$ cat src/design/hpq_pkg.sv
`timescale 1ns / 1ps

package hpq_pkg;

   localparam int DATA_W  = 32;
   localparam int POS_W   = 8;
   localparam int COUNT_W = 8;

   // operation codes on req_cmd
   localparam logic CMD_INSERT = 1'b0;
   localparam logic CMD_DELETE = 1'b1;

   typedef enum logic [1:0] {
      STATUS_DONE   = 2'd0,
      STATUS_FULL   = 2'd1,
      STATUS_NO_POS = 2'd2
   } status_type;

   typedef enum logic [3:0] {
      S_IDLE,
      S_CHECK,
      S_DEL_RD,
      S_UP_ISSUE,
      S_UP_CMP,
      S_DOWN_ISSUE,
      S_DOWN_PICK,
      S_DOWN_CMP,
      S_PLACE,
      S_FINISH,
      S_REPORT
   } state_type;

   typedef struct packed {
      logic signed [DATA_W-1:0]  removed_value;
      status_type                status;
      logic        [COUNT_W-1:0] count;
      logic signed [DATA_W-1:0]  top_value;
      logic signed [DATA_W-1:0]  last_value;
      logic                      is_empty;
   } result_type;

endpackage

$ cat src/design/hpq_ctrl.sv
`timescale 1ns / 1ps

module hpq_ctrl import hpq_pkg::*; #(
   parameter int  CAPACITY = 128,
   localparam int AW       = $clog2(CAPACITY),
   localparam int PW       = $clog2(CAPACITY + 1),
   localparam int CW       = (PW > POS_W) ? PW : POS_W
) (
   input  logic                     clock,
   input  logic                     reset,
   input  logic                     start,
   input  logic                     cmd,
   input  logic signed [DATA_W-1:0] value,
   input  logic        [POS_W-1:0]  position,
   input  logic                     out_free,
   output logic                     idle,
   output logic                     res_valid,
   output result_type               result,
   output logic                     wr_en,
   output logic        [AW-1:0]     wr_addr,
   output logic signed [DATA_W-1:0] wr_data,
   output logic        [AW-1:0]     rd_a_addr,
   output logic        [AW-1:0]     rd_b_addr,
   input  logic signed [DATA_W-1:0] rd_a_data,
   input  logic signed [DATA_W-1:0] rd_b_data
);

   localparam logic [PW-1:0] ONE_P = PW'(1);
   localparam logic [PW:0]   ONE_L = (PW + 1)'(1);
   localparam logic [PW-1:0] FULL  = PW'(CAPACITY);

   state_type                state_ff, state_in;
   logic                     cmd_ff, cmd_in;
   logic        [POS_W-1:0]  pos_ff, pos_in;
   logic signed [DATA_W-1:0] val_ff, val_in;
   logic signed [DATA_W-1:0] removed_ff, removed_in;
   status_type               status_ff, status_in;
   logic        [PW-1:0]     cnt_ff, cnt_in;
   logic        [PW-1:0]     k_ff, k_in;
   logic                     up_only_ff, up_only_in;
   logic signed [DATA_W-1:0] pick_val_ff, pick_val_in;
   logic                     pick_right_ff, pick_right_in;

   // shared signed comparator
   logic signed [DATA_W-1:0] cmp_a, cmp_b;
   logic                     cmp_gt;

   logic [CW-1:0] pos_ext, cnt_ext;
   logic          pos_bad;
   logic [PW-1:0] parent;
   logic [PW:0]   l_pos, r_pos, cnt_w;
   logic          has_left, has_right;
   logic [AW-1:0] k_addr, parent_addr, cnt_addr, pos_addr, left_addr, right_addr;

   assign cmp_gt = cmp_a > cmp_b;

   assign pos_ext     = CW'(pos_ff);
   assign cnt_ext     = CW'(cnt_ff);
   assign pos_bad     = (pos_ff == '0) || (pos_ext > cnt_ext);
   assign parent      = k_ff >> 1;
   assign l_pos       = {k_ff, 1'b0};
   assign r_pos       = l_pos + ONE_L;
   assign cnt_w       = {1'b0, cnt_ff};
   assign has_left    = l_pos <= cnt_w;
   assign has_right   = r_pos <= cnt_w;
   assign k_addr      = AW'(k_ff - ONE_P);
   assign parent_addr = AW'(parent - ONE_P);
   assign cnt_addr    = AW'(cnt_ff - ONE_P);
   assign pos_addr    = AW'(pos_ext - CW'(1));
   assign left_addr   = AW'(l_pos - ONE_L);
   assign right_addr  = has_right ? AW'(l_pos) : left_addr;

   always_ff @(posedge clock) begin
      if (reset) begin
         state_ff <= S_IDLE;
         cnt_ff   <= '0;
      end else begin
         state_ff <= state_in;
         cnt_ff   <= cnt_in;
      end
      cmd_ff        <= cmd_in;
      pos_ff        <= pos_in;
      val_ff        <= val_in;
      removed_ff    <= removed_in;
      status_ff     <= status_in;
      k_ff          <= k_in;
      up_only_ff    <= up_only_in;
      pick_val_ff   <= pick_val_in;
      pick_right_ff <= pick_right_in;
   end

   always_comb begin
      state_in      = state_ff;
      cmd_in        = cmd_ff;
      pos_in        = pos_ff;
      val_in        = val_ff;
      removed_in    = removed_ff;
      status_in     = status_ff;
      cnt_in        = cnt_ff;
      k_in          = k_ff;
      up_only_in    = up_only_ff;
      pick_val_in   = pick_val_ff;
      pick_right_in = pick_right_ff;
      cmp_a         = val_ff;
      cmp_b         = rd_a_data;
      wr_en         = 1'b0;
      wr_addr       = k_addr;
      wr_data       = val_ff;
      rd_a_addr     = '0;
      rd_b_addr     = '0;
      idle          = 1'b0;
      res_valid     = 1'b0;

      case (state_ff)
         S_IDLE: begin
            idle = 1'b1;
            if (start) begin
               cmd_in     = cmd;
               val_in     = value;
               pos_in     = position;
               removed_in = '0;
               status_in  = STATUS_DONE;
               state_in   = S_CHECK;
            end
         end
         S_CHECK: begin
            if (cmd_ff == CMD_INSERT) begin
               if (cnt_ff == FULL) begin
                  status_in = STATUS_FULL;
                  state_in  = S_FINISH;
               end else begin
                  cnt_in     = cnt_ff + ONE_P;
                  k_in       = cnt_ff + ONE_P;
                  up_only_in = 1'b1;
                  state_in   = S_UP_ISSUE;
               end
            end else if (pos_bad) begin
               status_in = STATUS_NO_POS;
               state_in  = S_FINISH;
            end else begin
               rd_a_addr = pos_addr;
               rd_b_addr = cnt_addr;
               state_in  = S_DEL_RD;
            end
         end
         S_DEL_RD: begin
            // removed entry and last entry arrive together
            removed_in = rd_a_data;
            val_in     = rd_b_data;
            cnt_in     = cnt_ff - ONE_P;
            k_in       = PW'(pos_ext);
            up_only_in = 1'b0;
            state_in   = (pos_ext == cnt_ext) ? S_FINISH : S_UP_ISSUE;
         end
         S_UP_ISSUE: begin
            if (k_ff == ONE_P) begin
               state_in = up_only_ff ? S_PLACE : S_DOWN_ISSUE;
            end else begin
               rd_a_addr = parent_addr;
               state_in  = S_UP_CMP;
            end
         end
         S_UP_CMP: begin
            cmp_a = val_ff;
            cmp_b = rd_a_data;
            if (cmp_gt) begin
               // parent moves down into the hole
               wr_en      = 1'b1;
               wr_data    = rd_a_data;
               k_in       = parent;
               up_only_in = 1'b1;
               state_in   = S_UP_ISSUE;
            end else begin
               state_in = up_only_ff ? S_PLACE : S_DOWN_ISSUE;
            end
         end
         S_DOWN_ISSUE: begin
            if (!has_left) begin
               state_in = S_PLACE;
            end else begin
               rd_a_addr = left_addr;
               rd_b_addr = right_addr;
               state_in  = S_DOWN_PICK;
            end
         end
         S_DOWN_PICK: begin
            // equal children go right
            cmp_a         = rd_a_data;
            cmp_b         = rd_b_data;
            pick_right_in = has_right && !cmp_gt;
            pick_val_in   = (has_right && !cmp_gt) ? rd_b_data : rd_a_data;
            state_in      = S_DOWN_CMP;
         end
         S_DOWN_CMP: begin
            cmp_a = pick_val_ff;
            cmp_b = val_ff;
            if (cmp_gt) begin
               wr_en    = 1'b1;
               wr_data  = pick_val_ff;
               k_in     = pick_right_ff ? PW'(r_pos) : PW'(l_pos);
               state_in = S_DOWN_ISSUE;
            end else begin
               state_in = S_PLACE;
            end
         end
         S_PLACE: begin
            wr_en    = 1'b1;
            state_in = S_FINISH;
         end
         S_FINISH: begin
            rd_a_addr = '0;
            rd_b_addr = (cnt_ff == '0) ? '0 : cnt_addr;
            state_in  = S_REPORT;
         end
         S_REPORT: begin
            // keep reading top and last so they hold while the result waits
            rd_a_addr = '0;
            rd_b_addr = (cnt_ff == '0) ? '0 : cnt_addr;
            if (out_free) begin
               res_valid = 1'b1;
               state_in  = S_IDLE;
            end
         end
         default: begin
            state_in = S_IDLE;
         end
      endcase
   end

   always_comb begin
      result.removed_value = removed_ff;
      result.status        = status_ff;
      result.count         = cnt_ext[COUNT_W-1:0];
      result.top_value     = (cnt_ff != '0) ? rd_a_data : '0;
      result.last_value    = (cnt_ff != '0) ? rd_b_data : '0;
      result.is_empty      = (cnt_ff == '0);
   end

   a_no_write_idle: assert property (@(posedge clock) disable iff (reset)
      state_ff == S_IDLE |-> !wr_en)
      else $error("store written while idle");

   a_count_bound: assert property (@(posedge clock) disable iff (reset)
      cnt_ff <= FULL)
      else $error("entry count beyond capacity");

   a_report_idle: assert property (@(posedge clock) disable iff (reset)
      res_valid |=> state_ff == S_IDLE)
      else $error("sequencer not idle after result");

   a_full_status: assert property (@(posedge clock) disable iff (reset)
      res_valid && status_ff == STATUS_FULL |-> cnt_ff == FULL)
      else $error("full status without full heap");

   a_start_check: assert property (@(posedge clock) disable iff (reset)
      start |=> state_ff == S_CHECK && $stable(cnt_ff))
      else $error("accepted item not decoded");

endmodule
$ cat config.mk
export PLATFORM = sky130hd
export DESIGN_NAME = hpq_ctrl
export DESIGN_NICKNAME = d
export VERILOG_FILES = /design/src/design/hpq_pkg.sv /design/src/design/hpq_ctrl.sv
export SDC_FILE = /design/constraint.sdc
export NUM_CORES = 1
export LEC_CHECK = 0
export ABC_AREA = 1
export ABC_CLOCK_PERIOD_IN_PS = 6450
export BUFFER_PORTS_ARGS = -buffer_cell sky130_fd_sc_hd__buf_4
export CORE_MARGIN = 2
export CORE_UTILIZATION = 45
export DETAILED_ROUTE_END_ITERATION = 12
export PLACE_DENSITY_LB_ADDON = 0.12
export SLEW_MARGIN = 20
export SYNTH_ARGS = -nofsm -noshare
export SYNTH_HDL_FRONTEND = slang
export SYNTH_SLANG_ARGS = --single-unit
$ cat constraint.sdc
create_clock -name clock -period 6.45 [get_ports clock]
set_input_delay 0.645 -clock clock [delete_from_list [all_inputs] [get_ports clock]]
set_output_delay 0.645 -clock clock [all_outputs]
set_load 0.01 [all_outputs]
Word-level counts from Yosys, hierarchy flattened
Index checks and enable logic that the tools add are counted.
{ "op_classes": {"n_eq_ne": 21, "addsub": 7, "n_lt_le_gt_ge": 4, "n_mux": 56, "reduce_logical": 21} }
{ "ops": {"columns": ["cell", "n"], "rows": [
  ["32-bit one-hot mux with 2 select lines", 5],
  ["32-bit two-way mux", 7],
  ["7-bit two-way mux", 9],
  ["4-bit two-way mux", 11],
  ["4-bit one-hot mux with 11 select lines", 1],
  ["7-bit one-hot mux with 3 select lines", 2],
  ["8-bit two-way mux", 5],
  ["32-bit > comparator", 1],
  ["8-bit one-hot mux with 4 select lines", 1],
  ["7-bit by 1-bit subtractor with 7-bit output, second input constant", 4],
  ["9-bit by 8-bit <= comparator with 1-bit output", 2],
  ["4-bit by 3-bit == test with 1-bit output, second input constant", 4],
  ["8-bit logical NOT", 2],
  ["8-bit one-hot mux with 2 select lines", 1],
  ["4-bit == test, second input constant", 3],
  ["2-bit != test, second input constant", 6],
  ["9-bit by 1-bit adder with 9-bit output, second input constant", 1],
  ["8-bit by 1-bit adder with 8-bit output, second input constant", 1],
  ["4-bit by 2-bit == test with 1-bit output, second input constant", 2],
  ["8-bit by 1-bit == test with 1-bit output, second input constant", 1],
  ["8-bit == test", 1],
  ["8-bit == test, second input constant", 1],
  ["8-bit > comparator", 1],
  ["2-bit two-way mux", 4],
  ["20 further kinds", 33]
]} }
{ "totals": {"ff_bits": 129, "in_bits": 109, "elab_cells": 120} }

Depth between registers and ports, before layout
Gate-level depths: netlist of the first run.
{ "logic_depth": {"ltp_word": 6, "depth_mapped": 29} }

Worst setup path before layout of the first run
OpenSTA, ideal clock, no wires.
{ "synth_path": {"path_kind": "register -> register", "from": "reg state_ff[3]", "to": "reg removed_ff[0] (enable)", "t_required_ns": 5.876, "period_less_slack_ns": 5.956, "slack_ns": 0.494, "arrival_ns": 5.382, "path_stages_with_launch": 6, "setup_ns": 0.574, "cell_sequence": "dfxtp_1 > nor2_1 > inv_1 > nor2_1 > inv_1 > o21ai_0"} }
{ "synth_between": {"elab_chain_len": 3, "word_cells_on_any_way": 5, "cone_classes": "2 x eq/ne; 3 x reduce/logical"} }
{ "synth_lines": {"columns": ["element", "line_no", "source"], "rows": [
  ["start, declared", "hpq_ctrl.sv:32", "state_type state_ff, state_in;"],
  ["start signal, assigned", "hpq_ctrl.sv:78", "state_ff <= state_in;"],
  ["4-bit by 2-bit == test with 1-bit output or 4-bit logical NOT (tied branches)", "hpq_ctrl.sv:114", "case (state_ff)"],
  ["2-bit nonzero test (no line) or 2-bit != test (tied branches)", null, null],
  ["2-bit AND reduction (no line) *", null, null],
  ["end signal, assigned", "hpq_ctrl.sv:84", "removed_ff <= removed_in;"],
  ["end, declared", "hpq_ctrl.sv:36", "logic signed [DATA_W-1:0] removed_ff, removed_in;"]
]} }
Every way passes the cells marked *; elsewhere a longest branch is shown, timed or not.
A chain may end at the register's enable or synchronous reset.

Final worst setup path of the first run
{ "layout_path": {"from": "reg state_ff[1]", "to": "out wr_data[19]"} }
{ "layout_between": {"elab_chain_len": 5, "word_cells_on_any_way": 9, "cone_classes": "1 x order compare; 3 x eq/ne; 5 x mux"} }
{ "layout_lines": {"columns": ["element", "line_no", "source"], "rows": [
  ["4-bit by 3-bit == test with 1-bit output", "hpq_ctrl.sv:114", null],
  ["32-bit one-hot mux with 2 select lines", "hpq_ctrl.sv:114", null],
  ["32-bit > comparator", "hpq_ctrl.sv:55", "assign cmp_gt = cmp_a > cmp_b;"],
  ["32-bit two-way mux, on equally long branches", "hpq_ctrl.sv:197, hpq_ctrl.sv:166", null],
  ["32-bit one-hot mux with 2 select lines *", "hpq_ctrl.sv:114", null],
  ["end, declared", "hpq_ctrl.sv:21", "output logic signed [DATA_W-1:0] wr_data,"]
]} }
Marked as above.

==> metrics, run 1 <==
status complete, no violations; xor and xnor area share after synthesis 1.87%; RSZ-0062 raised after global routing no; TNS Setup 0 ns; Post-Synth Simple-Gate Area between 10% and 20%; total of max-cap violations 0; fraction of registers with async set/reset 0%; Final Wtd Congestion 0.936; antenna violations before repair 0; GRT Util Overall about 28%; Highest Signal Layer met4; Hold Violations, Final 0; Worst-Margin Slew about 1.0 ns; number of port buffers about 270; DP Worst Slack around 1.3 ns; largest stage delay on the critical path just under 0.7 ns; Period minus WS final between 5 and 6 ns; setup bufs post-CTS 0; final wirelength 31900 um; largest family of logic cells by synthesized area compound AO/OA/AOI/OAI gates; FF+latch count, synth roughly 130; cell repeated most along the worst path nand2_1; Met3 Wirelength just over 3000 um; Chip Width roughly 150 um; core area 20400 um2; CTS HTree Levels 4; share of layout cells above drive strength 1 approximately 22%; most common cell after layout, fill and taps aside buf_4; post-synth cell types 40; Starting Density a little under half; post-synthesis mux area share 0%; hpwl dp around 24000 um; mapped cell area roughly 9400 um2; syn_nets about 1.4k; commonest cells after routing, fill and taps aside buf_4 (281), nand2_1 (267), inv_1 (197), nor2_1 (154), edfxtp_1 (117); Root Driver clkbuf_16; Seq/Total Area, Yosys between 30% and 40%; fmax around 180 MHz; Syn Inst Count ~1.2k; dpl cells between 1.5k and 2k; synth-to-layout area growth 29.6%; synth warn 0; Crit. End Element output port; Vias/cell approximately 5.5; detailed-route via count 9653; min-delay worst type input port to register; clock-pin slew on the worst setup and hold paths around 0.07 ns; Final nets around 1.6k; Ports 272; Worst EP required a little under 6 ns; hold_buf cts 0; CP max-delay cell inv_2; first-pass GRT wire length between 40000 and 50000 um; final critical-path share of the clock period 86.9%; Final Setup Violations 0; vias in the first global route 9108; non-filler cells, final around 1.8k; initial DRC count 780; DRC errors left 0; pwr/cell area ~500 nW/um2; Synth Area in Compound Gates approximately a fifth; Worst VDD drop just over 0.0004 V; largest net degree at the start of global routing between 60 and 70; CP max FO slightly above 50; die height between 100 and 150 um; post-route ant nets 0; overall power roughly 6000 uW; worst setup margin between 0.8 and 0.9 ns; clk buf depth 2; worst skew pair latency approximately 0.43 ns; Worst slew margin around 30%; fin. max-slew vios 0; CTS tree yes; TritonRoute pass-1 iters 5; wire per inst between 15 and 20 um; Cell Chain, Critical Path inv_1, nor2_1, nand2_2, o221ai_1, ha_1, nand2_1, nor2_2, nand2_1, nor2_2, nand4_1, nand3_4, nor2_4, inv_2, nand2_1, o21ai_1, inv_1, buf_4; number of enable flip-flop cells after synthesis around 120; Critical Path Start Type register; Finished Core Util 59.7%; met1 WL between 10000 and 15000 um; clk_skew around 0.013 ns; Setup CP Type register to output port; syn avg cell area 7.57 um2; n_diodes 0; TritonCTS Sinks about 130; total gr overflow 0; Critical Path AT approximately 5.0 ns; WL met2 between 10000 and 15000 um; Pleak about 0.006 uW; CTS Buf Count 17; Synth Area in Adders ~7.5%; full die area 22000 um2; Top FF cell, synth edfxtp_1; CTS-repair resized insts 0; Std-Cell Rows 52
## where the power goes
group          total (uW)  switching, uW  internal [uW]
Combinational        3540           2180           1360
Clock                 934            400            534
Sequential           1570            191           1380
## worst max-delay path, delay by kind of cell (launching register included)
family	cells	cell delay, ns
simple gates	10	2.21
buf+inv	4	1.00
compound gates	2	0.61
flops	1	0.36
fa+ha+maj	1	0.30
## logic make-up (layout without fill, tap and decap cells)
logic type,Yosys count,after routing
adder cells (fa/ha/maj),56,56
flip-flops,129,129
AND/OR/NAND/NOR,464,464
XOR/XNOR,20,20
buffers and inverters,265,517
AO/OA/AOI/OAI,307,307
## registers in the layout, indices dropped and copies added, names as in the netlist
register       flops
pick_right_ff      1
pick_val_ff       32
cnt_ext            8
k_ff               8
pos_ext            8
status_ff          2
state_ff           4
up_only_ff         1
removed_ff        32
cmd_ff             1
val_ff            32
## cell usage after synthesis, types with 3 or more instances
cell | number | area share, %
o221ai_1 | 63 | 5.9
xor2_1 | 15 | 1.4
nor2_2 | 3 | 0.20
xnor2_1 | 5 | 0.47
nor2_1 | 156 | 6.2
a31oi_1 | 5 | 0.33
nand3_1 | 12 | 0.64
edfxtp_1 | 117 | 37
clkbuf_1 | 29 | 1.2
o21ai_1 | 58 | 3.1
a211oi_1 | 4 | 0.32
buf_1 | 10 | 0.40
a21oi_1 | 41 | 2.2
o211ai_1 | 13 | 1.0
o22ai_1 | 14 | 0.93
inv_1 | 198 | 7.9
buf_6 | 4 | 0.48
buf_2 | 15 | 0.80
o2111ai_1 | 4 | 0.37
inv_2 | 5 | 0.20
nand4_1 | 10 | 0.67
dfxtp_1 | 12 | 2.6
nor3_1 | 8 | 0.43
ha_1 | 56 | 7.5
o21ai_0 | 96 | 5.1
nand2_1 | 270 | 11
## final timing paths
| kind | from | slack (ns) | endpoint | depth (start not counted) |
|---|---|---|---|---|
| worst max-delay path | state_ff[1] | 0.85 | wr_data[19] | 17 |
| worst max register to register | state_ff[1] | 1.92 | pick_val_ff[24] | 19 |
| worst min-delay path | position[3] | 0.39 | pos_ext[3] | 1 |
| worst min register to register | pick_right_ff | 0.54 | k_ff[0] | 2 |
## routing by layer
metal  global-route usage (%)  vias up
met1                     40.1     4473
met3                     6.20       31
li1                         -     4677
met2                     44.9      472
met4                     6.29        0
met5                        0        -
## per-stage QoR
| stage | hold WS [ns] | instance area [um2] |
|---|---|---|
| after CTS | 0.377 | 12200 |
| after floorplan | 0.498 | 9390 |
| after detailed placement | 0.533 | 11600 |
| after global placement | 0.518 | 11600 |
| after global routing | 0.376 | 12200 |
| final | 0.390 | 12200 |
## cell type report
class,count,area [um2]
clock buffers,18,429
clock inverters,14,133
fillers,1893,8200
inverters,204,766
multi-input cells,847,4640
flip-flops and latches,129,3750
well taps,270,338
repair buffers,281,2110
(Power assumes the default switching activity.)
==> run 2: changes to the inputs <==
--- a/config.mk
+++ b/config.mk
@@ -8,9 +8,10 @@
 export ABC_AREA = 1
 export ABC_CLOCK_PERIOD_IN_PS = 6450
 export BUFFER_PORTS_ARGS = -buffer_cell sky130_fd_sc_hd__buf_4
-export CORE_MARGIN = 2
 export CORE_UTILIZATION = 45
+export CTS_BUF_LIST = sky130_fd_sc_hd__clkbuf_16
 export DETAILED_ROUTE_END_ITERATION = 12
+export GPL_ROUTABILITY_DRIVEN = 0
 export PLACE_DENSITY_LB_ADDON = 0.12
 export SLEW_MARGIN = 20
 export SYNTH_ARGS = -nofsm -noshare
==> run 2 against run 1 <==
Effect of this change:
- sequential cell count unchanged
- first-iteration DRC count decreased by 6.9%
- largest power group unchanged
- core utilization decreased by 0.15 points
==> metrics, run 2 (synthesis gave the netlist of run 1 again) <==
status complete, no violations (unchanged); largest net degree at the start of global routing 81 (was 67); Chip Width 146 um (was 148 um); post-route ant nets 0 (unchanged); initial DRC count 726 (was 780); Worst EP required 5.80 ns (about the same); core area 20400 um2 (unchanged); DRC errors left 0 (unchanged); most common cell after layout, fill and taps aside buf_4 (unchanged); min-delay src position[2] (was position[3]); TNS Setup 0 ns (unchanged); Hold Path Depth 1 (unchanged); Crit. End Element output port (unchanged); CTS HTree Levels 4 (unchanged); GRT Util Overall 27.8% (was 28.4%); Period minus WS final 5.52 ns (was 5.60 ns); commonest cells after routing, fill and taps aside buf_4 (281), nand2_1 (267), inv_1 (198), nor2_1 (154), edfxtp_1 (117) (was buf_4 (281), nand2_1 (267), inv_1 (197), nor2_1 (154), edfxtp_1 (117)); Worst slew margin 30.1% (was 30.0%); Critical Path Start Type register (unchanged); Final Setup Violations 0 (unchanged); TritonRoute pass-1 iters 5 (unchanged); Worst-Margin Slew 1.04 ns (was 1.05 ns); first-pass GRT wire length 47000 um (was 48900 um); share of layout cells above drive strength 1 22.3% (was 22.4%); Final nets 1645 (unchanged); fmax 181 MHz (was 179 MHz); detailed-route via count 9583 (was 9653); Starting Density 46.1% (unchanged); pwr/cell area 490 nW/um2 (was 497 nW/um2); antenna violations before repair 1 (was 0); min-delay worst type input port to register (unchanged); worst skew pair latency 0.42 ns (was 0.43 ns); wire per inst 17.1 um (was 18.1 um); CP max FO 47 (was 51); Hold Path Sink pos_ext[2] (was pos_ext[3]); CTS tree yes (unchanged); setup bufs post-CTS 0 (unchanged); n_diodes 0 (unchanged); Root Driver clkbuf_16 (unchanged); clk buf depth 2 (unchanged); number of port buffers 271 (unchanged); RSZ-0062 raised after global routing no (unchanged); hpwl dp 22300 um (was 23600 um); clock-pin slew on the worst setup and hold paths 0.06 ns (was 0.07 ns); Hold Violations, Final 0 (unchanged); TritonCTS Sinks 129 (unchanged); total of max-cap violations 0 (unchanged); fin. max-slew vios 0 (unchanged); final critical-path share of the clock period 85.6% (was 86.9%); overall power 5950 uW (was 6050 uW); R2R setup slack 1.80 ns (was 1.92 ns); CTS-repair resized insts 0 (unchanged); die height 146 um (was 148 um); Ports 272 (unchanged); full die area 21500 um2 (was 22000 um2); Std-Cell Rows 52 (unchanged); clk_skew 0.0102 ns (was 0.0130 ns); synth-to-layout area growth 29.2% (was 29.6%); worst r2r dst k_ff[0] (was pick_val_ff[24]); Critical Path AT 4.88 ns (was 4.96 ns); Vias/cell 5.44 (was 5.48); Pleak 0.00585 uW (was 0.00586 uW); hold_buf cts 0 (unchanged); RR Startpoint state_ff[2] (was state_ff[1]); Reg2Reg Depth 18 (was 19); CTS Buf Count 17 (unchanged); total gr overflow 0 (unchanged); Worst VDD drop 0.000383 V (was 0.000410 V); Setup CP Type register to output port (unchanged); largest registers pick_val_ff (32), removed_ff (32), val_ff (32) (unchanged); final wirelength 30200 um (was 31900 um); vias in the first global route 8927 (was 9108); CP Launch Point state_ff[2] (was state_ff[1])
-- run 2: cell types whose count changed in the layout (fill, tap and decap cells not counted) --
| cell | delta |
|---|---|
| inv_6 | +1 |
| clkinv_4 | -1 |
| inv_1 | +1 |
| nor3_1 | +1 |
| nor3_2 | -1 |
| clkbuf_1 | -1 |
| clkinv_2 | +1 |
| bufinv_16 | -1 |
-- run 2: worst max-delay path by stage --
stage | end | slack, ns
global route | wr_data[18] | 0.47
detailed placement | wr_data[4] | 1.38
floorplan | removed_ff[0] | 0.49
CTS | wr_data[4] | 0.94
global placement | wr_data[0] | 1.52
finish | wr_data[26] | 0.93
-- run 2: layout make-up --
cell class,count,area (um2)
clock inverter,15,111
timing repair buffer,281,2110
multi-input combinational,847,4630
clock buffer,17,425
tap,270,338
inverter,204,766
fill,1917,8230
sequential,129,3750
-- run 2: where the power goes --
group,total (uW),internal (uW),switching [uW]
clock network,891,493,398
registers,1570,1390,184
logic,3490,1350,2130
-- run 2: stage by stage --
stage / util [%] / cell area, um2 / hold WS (ns) / std cells / worst slack [ns]
6_report: 59.6 / 12100 / 0.401 / 1763 / 0.928
5_1_grt: 59.6 / 12100 / 0.385 / 1763 / 0.469
4_1_cts: 59.6 / 12100 / 0.391 / 1763 / 0.938
3_5_place_dp: 57.0 / 11600 / 0.543 / 1731 / 1.38
3_3_place_gp: 57.0 / 11600 / 0.525 / 1731 / 1.52
2_1_floorplan: - / 9390 / 0.498 / 1241 / 0.494
-- run 2: worst max-delay path, cell delays in order, from the launching register on --
cell and delay [ns]:
dfxtp_1 0.33, inv_1 0.06, nor2_1 0.17, inv_2 0.10
nor2_4 0.66, inv_1 0.49, o221ai_1 0.32, ha_1 0.29
a21oi_1 0.13, o21ai_0 0.08, nand2_1 0.07, nand2_1 0.05
a21oi_2 0.16, nand2_1 0.07, nand2_1 0.11, nand3_4 0.12
nor2_4 0.32, inv_2 0.43, o21ai_1 0.27, inv_1 0.06
buf_4 0.14
-- run 2: metal layers --
layer,part of all wire (%),track usage (%)
met1,44,37.5
met2,45,44.8
met3,8.8,6.22
met4,2.1,7.97
met5,0,0
